`src/hw/rtl/u8fc_pkg.sv`:
```
// shared types, constants and the pair glyph table for the utf-8 font code translator
package u8fc_pkg;

  localparam int unsigned BYTE_W = 8;

  // glyph given for a pair that is not in the table, or a lone lead byte
  localparam logic [BYTE_W-1:0] UNKNOWN_CODE = 8'h3F;

  // decoder verdict for one accepted request
  typedef struct packed {
    logic              emit;      // a result comes out of this request
    logic [BYTE_W-1:0] code;      // font code of that result
    logic              last;      // end-of-string mark of that result
    logic              pend_nxt;  // a lead byte is held after this request
  } u8fc_dec_t;

  // two-byte sequence to glyph index, unknown pairs give the question mark
  function automatic logic [BYTE_W-1:0] pair_glyph(input logic [BYTE_W-1:0] first,
                                                   input logic [BYTE_W-1:0] second);
    logic [BYTE_W-1:0] glyph;
    glyph = UNKNOWN_CODE;
    unique case ({first, second})
      16'hC5BE: glyph = 8'h98;
      16'hC5BD: glyph = 8'hA7;
      16'hC5AF: glyph = 8'h90;
      16'hC5AE: glyph = 8'h9F;
      16'hC5A5: glyph = 8'h96;
      16'hC5A4: glyph = 8'hA5;
      16'hC5A1: glyph = 8'h93;
      16'hC5A0: glyph = 8'hA2;
      16'hC599: glyph = 8'h92;
      16'hC598: glyph = 8'hA1;
      16'hC588: glyph = 8'h97;
      16'hC587: glyph = 8'hA6;
      16'hC5B8: glyph = 8'h84;
      16'hC49B: glyph = 8'h91;
      16'hC49A: glyph = 8'hA0;
      16'hC48F: glyph = 8'h95;
      16'hC48E: glyph = 8'hA4;
      16'hC48D: glyph = 8'h94;
      16'hC48C: glyph = 8'hA3;
      16'hC3BD: glyph = 8'h8D;
      16'hC3BA: glyph = 8'h8F;
      16'hC3B3: glyph = 8'h8E;
      16'hC3AD: glyph = 8'h8C;
      16'hC3A9: glyph = 8'h8B;
      16'hC3A1: glyph = 8'h8A;
      16'hC39D: glyph = 8'h9C;
      16'hC39A: glyph = 8'h9E;
      16'hC393: glyph = 8'h9D;
      16'hC38D: glyph = 8'h9B;
      16'hC389: glyph = 8'h9A;
      16'hC381: glyph = 8'h99;
      16'hC3BF: glyph = 8'h84;
      16'hC3BC: glyph = 8'h86;
      16'hC3B6: glyph = 8'h85;
      16'hC3AF: glyph = 8'h83;
      16'hC3AB: glyph = 8'h82;
      16'hC3A4: glyph = 8'h81;
      16'hC39C: glyph = 8'h89;
      16'hC396: glyph = 8'h88;
      16'hC38F: glyph = 8'h83;
      16'hC38B: glyph = 8'h82;
      16'hC384: glyph = 8'h87;
      default:  glyph = UNKNOWN_CODE;
    endcase
    return glyph;
  endfunction

endpackage

```
`src/hw/rtl/u8fc_ifs.sv`:
```
// valid/ready channel interfaces for the byte input and the font code output

interface u8fc_byte_if;
  logic       valid;
  logic       ready;
  logic [7:0] in_byte;
  logic       in_last;

  modport source (output valid, output in_byte, output in_last, input ready);
  modport sink   (input valid, input in_byte, input in_last, output ready);
endinterface

interface u8fc_code_if;
  logic       valid;
  logic       ready;
  logic [7:0] font_code;
  logic       out_last;

  modport source (output valid, output font_code, output out_last, input ready);
  modport sink   (input valid, input font_code, input out_last, output ready);
endinterface

```
`src/hw/rtl/u8fc_decode.sv`:
```
// combinational decode of one byte against the held lead byte
module u8fc_decode
  import u8fc_pkg::*;
(
  input  logic [BYTE_W-1:0] byte_i,
  input  logic              last_i,
  input  logic              pend_i,
  input  logic [BYTE_W-1:0] lead_i,
  output u8fc_dec_t         dec_o
);

  always_comb begin
    dec_o.last     = last_i;
    dec_o.pend_nxt = 1'b0;
    dec_o.emit     = 1'b1;
    dec_o.code     = byte_i;
    if (pend_i) begin
      // second byte of a pair, whatever its value
      dec_o.code = pair_glyph(lead_i, byte_i);
    end else if (byte_i[BYTE_W-1]) begin
      if (last_i) begin
        // lead byte with nothing to pair with
        dec_o.code = UNKNOWN_CODE;
      end else begin
        dec_o.emit     = 1'b0;
        dec_o.pend_nxt = 1'b1;
      end
    end
  end

endmodule

```
`src/hw/rtl/utf8_pair_to_font_code_unit.sv`:
```
// top level: utf-8 two-byte pair to font code translator
// a result is registered and appears in the cycle after the request that completes it
// throughput: one byte request per cycle while the receiver takes results; a lead byte gives no result
// the single output register frees in the same cycle it is taken, so input
// ready follows output ready combinationally
// reset (synchronous, rst_n low) drops the held lead byte and the output valid
module utf8_pair_to_font_code_unit
  import u8fc_pkg::*;
(
  input  logic        clk,
  input  logic        rst_n,
  u8fc_byte_if.sink   in_chan,
  u8fc_code_if.source out_chan
);

  // lead byte hold
  logic              pend_r,  pend_nxt;
  logic [BYTE_W-1:0] lead_r,  lead_nxt;

  // output register
  logic              out_valid_r, out_valid_nxt;
  logic [BYTE_W-1:0] code_r,      code_nxt;
  logic              last_r,      last_nxt;

  logic      in_ready;
  logic      in_take;
  u8fc_dec_t dec;

  // output slot is free when empty or being drained this cycle
  assign in_ready = !out_valid_r || out_chan.ready;
  assign in_take  = in_chan.valid && in_ready;

  u8fc_decode u_decode (
    .byte_i (in_chan.in_byte),
    .last_i (in_chan.in_last),
    .pend_i (pend_r),
    .lead_i (lead_r),
    .dec_o  (dec)
  );

  always_comb begin
    pend_nxt      = pend_r;
    lead_nxt      = lead_r;
    out_valid_nxt = out_valid_r;
    code_nxt      = code_r;
    last_nxt      = last_r;
    if (in_ready) begin
      // slot drains or stays empty unless a new result lands
      out_valid_nxt = in_take && dec.emit;
    end
    if (in_take) begin
      pend_nxt = dec.pend_nxt;
      code_nxt = dec.code;
      last_nxt = dec.last;
      if (dec.pend_nxt) begin
        lead_nxt = in_chan.in_byte;
      end
    end
  end

  always_ff @(posedge clk) begin
    if (!rst_n) begin
      pend_r      <= 1'b0;
      lead_r      <= '0;
      out_valid_r <= 1'b0;
    end else begin
      pend_r      <= pend_nxt;
      lead_r      <= lead_nxt;
      out_valid_r <= out_valid_nxt;
    end
  end

  // payload needs no reset
  always_ff @(posedge clk) begin
    code_r <= code_nxt;
    last_r <= last_nxt;
  end

  assign in_chan.ready      = in_ready;
  assign out_chan.valid     = out_valid_r;
  assign out_chan.font_code = code_r;
  assign out_chan.out_last  = last_r;

endmodule

```
`src/flat_wrapper.sv`:
```
// flat-port wrapper written by rule: the top's interface ports become plain ports
module utf8_pair_to_font_code_unit_flat import u8fc_pkg::*;
  (clk, rst_n, in_chan_valid, in_chan_in_byte, in_chan_in_last, in_chan_ready, out_chan_valid, out_chan_font_code, out_chan_out_last, out_chan_ready);
  u8fc_byte_if in_chan_i ();
  u8fc_code_if out_chan_i ();
  input  logic clk;
  input  logic rst_n;
  input wire logic [$bits(in_chan_i.valid)-1:0] in_chan_valid;
  input wire logic [$bits(in_chan_i.in_byte)-1:0] in_chan_in_byte;
  input wire logic [$bits(in_chan_i.in_last)-1:0] in_chan_in_last;
  output wire logic [$bits(in_chan_i.ready)-1:0] in_chan_ready;
  output wire logic [$bits(out_chan_i.valid)-1:0] out_chan_valid;
  output wire logic [$bits(out_chan_i.font_code)-1:0] out_chan_font_code;
  output wire logic [$bits(out_chan_i.out_last)-1:0] out_chan_out_last;
  input wire logic [$bits(out_chan_i.ready)-1:0] out_chan_ready;
  assign in_chan_i.valid = in_chan_valid;
  assign in_chan_i.in_byte = in_chan_in_byte;
  assign in_chan_i.in_last = in_chan_in_last;
  assign in_chan_ready = in_chan_i.ready;
  assign out_chan_valid = out_chan_i.valid;
  assign out_chan_font_code = out_chan_i.font_code;
  assign out_chan_out_last = out_chan_i.out_last;
  assign out_chan_i.ready = out_chan_ready;
  utf8_pair_to_font_code_unit u_core (.clk(clk), .rst_n(rst_n), .in_chan(in_chan_i), .out_chan(out_chan_i));
endmodule
```
`config.mk`:
```
export PLATFORM = sky130hd
export DESIGN_NAME = utf8_pair_to_font_code_unit_flat
export DESIGN_NICKNAME = d
export VERILOG_FILES = /design/src/hw/rtl/u8fc_pkg.sv /design/src/hw/rtl/u8fc_ifs.sv /design/src/hw/rtl/u8fc_decode.sv /design/src/hw/rtl/utf8_pair_to_font_code_unit.sv /design/src/flat_wrapper.sv
export SDC_FILE = /design/constraint.sdc
export NUM_CORES = 1
export LEC_CHECK = 0
export ABC_AREA = 1
export BUFFER_PORTS_ARGS = -buffer_cell sky130_fd_sc_hd__buf_4
export CAP_MARGIN = 20
export CORE_MARGIN = 10
export CORE_UTILIZATION = 40
export CTS_CLUSTER_DIAMETER = 30
export DETAILED_ROUTE_END_ITERATION = 7
export PLACE_DENSITY_LB_ADDON = 0.12
export SLEW_MARGIN = 20
export SYNTH_ARGS = -nofsm -noshare
export SYNTH_HDL_FRONTEND = slang
export SYNTH_SLANG_ARGS = --single-unit
```
`constraint.sdc`:
```
create_clock -name clk -period 3.6 [get_ports clk]
set_clock_uncertainty 0.1 [all_clocks]
set_input_delay 0.36 -clock clk [delete_from_list [all_inputs] [get_ports clk]]
set_output_delay 0.36 -clock clk [all_outputs]
set_load 0.05 [all_outputs]
```
== Yosys cells after proc, flatten, opt, wreduce, memory -nomap -nowiden ==
Cells that the tools add are included.

* Register bits: 19
* Latch bits: 0
* Memory bits (writable): 0
* Memory bits (read-only): 0
* Input bits: 13
* Output and inout port bits: 11
* Logic and storage cells: 64
* Memories kept: 0

* $add $sub $neg: 0
* $mul: 0
* Div/mod/pow operators: 0
* $lt $le $gt $ge: 0
* Equality and inequality tests: 42
* Shift-type cells: 0
* Muxes and demuxes: 9
* Bitwise gates (word level): 0
* Reductions and logical operators: 8

{| class="wikitable"
|+ Operators by type and width
! cell !! number
|-
| 16-bit == test, second input constant || 42
|-
| 8-bit one-hot mux with 39 select lines || 1
|-
| 8-bit 2-to-1 mux || 2
|-
| 9-bit 2-to-1 mux || 1
|-
| 2-bit OR reduction || 3
|-
| 1-bit 2-to-1 mux || 5
|-
| 1-bit logical AND || 2
|-
| 2-bit AND reduction || 1
|-
| 1-bit logical NOT || 1
|-
| 1-bit logical OR || 1
|}

== Depth between registers and ports, before layout ==
* Depth after elaboration: 4
* Mapped depth: 15
* Mapped depth without buffers: 15

== Modules after synthesis ==
A second synthesis with hierarchy kept.

* Cell total of the unflattened synthesis: 372
* Area total of the unflattened synthesis: 2045.7 um2

{| class="wikitable"
|+ Modules (own cells, without submodules)
! module !! instances !! cells an instance !! area each (um2) !! sequential area each (um2)
|-
| u8fc_decode || 1 || 283 || 1222.4 || 0.0
|-
| utf8_pair_to_font_code_unit || 1 || 89 || 823.3 || 470.5
|}

== Worst setup path before layout ==
Ideal clock, no wire load.

* Kind: register to register
* Start: register u_core.out_valid_r (netlist: u_core.out_chan.valid)
* End: register u_core.lead_r[4]
* Setup time: 119 ps
* Arrival time: 1717 ps
* Required time: 3381 ps
* Setup slack: 1663 ps
* Cell stages (with the launch flop): 7
* Buffers on the path: 1
* Clock period less this slack: 1937 ps
* Cells stage by stage: dfxtp_1 > nand2_1 > nand2_1 > nor2_1 > buf_2 > o21ai_0 > a21oi_1

* Cells in the longest elaborated chain, start to end: 4

{| class="wikitable"
|+ Ends and longest elaborated chain
! element !! line !! RTL
|-
| from (decl) || utf8_pair_to_font_code_unit.sv:21 || <nowiki>logic out_valid_r, out_valid_nxt;</nowiki>
|-
| from (signal assigned) || utf8_pair_to_font_code_unit.sv:69 || <nowiki>out_valid_r <= out_valid_nxt;</nowiki>
|-
| 1-bit logical NOT || utf8_pair_to_font_code_unit.sv:30 || <nowiki>assign in_ready = !out_valid_r || out_chan.ready;</nowiki>
|-
| 1-bit logical OR || utf8_pair_to_font_code_unit.sv:30 ||
|-
| named net in_chan_ready || flat_wrapper.sv:11 || <nowiki>output wire logic [$bits(in_chan_i.ready)-1:0] in_chan_ready;</nowiki>
|-
| 1-bit logical AND || utf8_pair_to_font_code_unit.sv:31 || <nowiki>assign in_take = in_chan.valid && in_ready;</nowiki>
|-
| 2-bit AND reduction (no line) || -- ||
|-
| to (signal assigned) || utf8_pair_to_font_code_unit.sv:68 || <nowiki>lead_r <= lead_nxt;</nowiki>
|-
| to (decl) || utf8_pair_to_font_code_unit.sv:18 || <nowiki>logic [BYTE_W-1:0] lead_r, lead_nxt;</nowiki>
|}

The timed path passes the listed nets, and every way through them passes these cells.
A chain may end at the register's enable or synchronous reset.

==> results.json <==
{
  "pre_cts_ws_ps": 1480,
  "route.detailed.drc": 0,
  "layout_common_cells": "121 x nand2_1, 71 x nor2_1, 25 x inv_1, 23 x buf_4, 15 x o21ai_0",
  "rrSetupSlack_ps": 1440,
  "syn-num-nets": 343,
  "slowest_delay_ps": 450,
  "diodes": 0,
  "rsz0062_at_grt": "false",
  "port-buffer-count": 23,
  "clkSinkCount": 19,
  "clockBufferDepth": 2,
  "cp-startpoint": "u_core.lead_r[2]",
  "grt_first_pass_wirelength_um": 8940,
  "syn_to_final_growth_pct": 12.7,
  "core_mm2": 0.00444,
  "postSynthAreaPerCell_um2": 5.65,
  "yosys.area_share.simple": 0.578,
  "design_area_mm2": 0.00210,
  "dp.cells": 400,
  "synth_compound_area_frac": 0.0786,
  "cp.required_ps": 3500,
  "synth_fa_ha_area_frac": 0,
  "first_iter_violations": 184,
  "path_common_cell": "nand2_1",
  "fmax_mhz": 463,
  "post_drt_wl_per_cell_um": 12.9,
  "fin_crit_sh": 0.600,
  "initial_core_util": 0.419,
  "routed_wl_um": 5190,
  "status": "finished, final reports clean",
  "tightest_slew_ps": 851,
  "synth-xor-area-share": 0,
  "die_area_mm2": 0.00779,
  "grt_pass1_vias": 1945,
  "fin_cells": 404,
  "wl_met3_um": 269,
  "ys_seq_area_frac": 0.253,
  "hold_path_class": "in2reg",
  "cts.repair.resized": 0,
  "postCtsSetupRepairBufs": 0,
  "wirelength_met1_um": 2500,
  "dp_hpwl_um": 4300,
  "end_kind": "flip-flop",
  "final_common_cell": "nand2_1",
  "cp.arrival_ps": 2060,
  "gp_congestion": 0.943,
  "fp.dieW_um": 88.2,
  "synth.area.mux_share": 0,
  "cellPowerDensity_mw_per_mm2": 243,
  "finalSetupTns_ps": 0,
  "slowest_stage": "nor2_2",
  "syn-instance-count": 330,
  "die_y_um": 88.2,
  "ys_ff_latch": 19,
  "viasPerCell": 5.00,
  "synth_top_family_by_area": "simple AND/OR/NAND/NOR gates",
  "vias": 2021,
  "rr_worst_depth": 13,
  "dr_wl_met2_um": 2390,
  "grt_max_degree": 23,
  "critPathKind": "reg2reg",
  "ir_drop_uv": 254,
  "grt_overflow": 0,
  "antenna_found_initial": 0,
  "r2r-end": "u_core.out_chan.font_code[3]",
  "slew_violations": 0,
  "hold_buffers": 0,
  "synth_cell_types": 22,
  "placementRows": 24,
  "dr.pass1.iters": 4,
  "setup_viol": 0,
  "report.final.hold_viol_count": 0,
  "clk_pin_slew_ps": 60,
  "endpoint": "u_core.out_chan.font_code[3]",
  "htree_num_levels": 1,
  "routed.top_layer": "met4",
  "drv_cap": 0,
  "nNetsFinal": 366,
  "cellLeakagePower_nw": 1.15,
  "drive_gt1_frac": 0.168,
  "postRouteAntennaNets": 0,
  "start_kind": "flip-flop",
  "netlist_area_mm2": 0.00186,
  "clk_latency_ps": 250,
  "grt_usage": 0.141,
  "root_buffer": "clkbuf_8",
  "crit_fanout": 14,
  "timing.final.crit_period_ps": 2160,
  "r2r_start": "u_core.lead_r[2]",
  "yosys_warnings": 0,
  "postPlaceCellArea_mm2": 0.00205,
  "setup_ws_ps": 1440,
  "cts_tree": "yes",
  "cts_inserted_buffers": 3,
  "max_slew_margin": 0.431,
  "io_pins": 24,
  "cp_cell_sequence": "inv_1 -> nor2_1 -> nand2_1 -> nor2_2 -> nand2_1 -> nand2_1 -> nor2_1 -> nand2_1 -> nor2_2 -> nand3_4 -> nand2_1 -> nand2_1 -> nand2_1"
}
-- layout make-up --
class | instances | area, µm²
clock buffers | 4 | 45.0
flip-flops and latches | 19 | 470
repair buffers | 23 | 173
well taps | 52 | 65.1
fillers | 508 | 2340
multi-input cells | 273 | 1220
inverters | 33 | 124
-- synthesized netlist by cell type --
library cell	number	area, µm²
nor2_1	71	267
buf_4	1	7.51
inv_2	8	30.0
a21oi_1	11	55.1
nand2_4	3	33.8
nand3_1	14	70.1
buf_2	1	5.00
nor2_4	2	22.5
inv_1	25	93.8
nand2_2	7	43.8
dfxtp_1	10	200
nor2_8	1	20.0
nand2_1	121	454
o2111ai_1	1	8.76
nand4_1	7	43.8
nor2_2	11	68.8
edfxtp_1	9	270
nand3_4	1	17.5
a211oi_1	1	7.51
nor3_1	7	35.0
buf_6	3	33.8
o21ai_0	15	75.1
-- cells by family (layout without fill, tap and decap cells) --
group,count (synthesis),count (layout)
and+or+nand+nor,245,245
buffers and inverters,38,60
DFF,19,19
AOI/OAI and AO/OA,28,28
-- stage by stage --
stage / hold WS (ps) / power [mW] / utilization
2_1_floorplan: 341 / 0.332 / -
3_3_place_gp: 359 / 0.375 / 0.462
3_5_place_dp: 370 / 0.375 / 0.462
4_1_cts: 216 / 0.518 / 0.472
5_1_grt: 211 / 0.539 / 0.472
6_report: 222 / 0.511 / 0.472
-- report_power, final --
part / switching [mW] / internal (mW) / leakage, nW
Sequential: 0.00686 / 0.242 / 0.168
Clock: 0.0620 / 0.0784 / 0.0228
Combinational: 0.0854 / 0.0363 / 0.960
Total: 0.154 / 0.356 / 1.15
-- critical path, delay by kind of cell (launching register included) --
family / cells / cell delay (ps)
buffers and inverters: 1 / 40
DFF: 1 / 350
and+or+nand+nor: 12 / 1430
-- worst min path at each step --
| stage | startpoint | endpoint | slack (ps) | depth (start not counted) |
|---|---|---|---|---|
| floorplan | u_core.lead_r[7] | u_core.lead_r[7] | 340 | 2 |
| global placement | u_core.lead_r[7] | u_core.lead_r[7] | 360 | 2 |
| detailed placement | u_core.lead_r[7] | u_core.lead_r[7] | 370 | 2 |
| CTS | in_chan_in_last | u_core.out_chan.out_last | 220 | 1 |
| global route | in_chan_in_last | u_core.out_chan.out_last | 210 | 1 |
| finish | in_chan_in_last | u_core.out_chan.out_last | 220 | 1 |
-- registers in the layout, indices dropped and copies added, names as in the netlist --
register and count:
u_core.lead_r 8, u_core.out_chan.out_last 1, u_core.pend_r 1, u_core.out_chan.valid 1
u_core.out_chan.font_code 8
-- metal layers --
| metal | vias to the layer above | GRT usage |
|---|---|---|
| met4 | 0 | 0.0279 |
| met2 | 52 | 0.236 |
| li1 | 1077 | - |
| met3 | 4 | 0.0248 |
| met1 | 888 | 0.187 |
| met5 | - | 0 |
No activity file was read; power rests on OpenSTA's default activity.
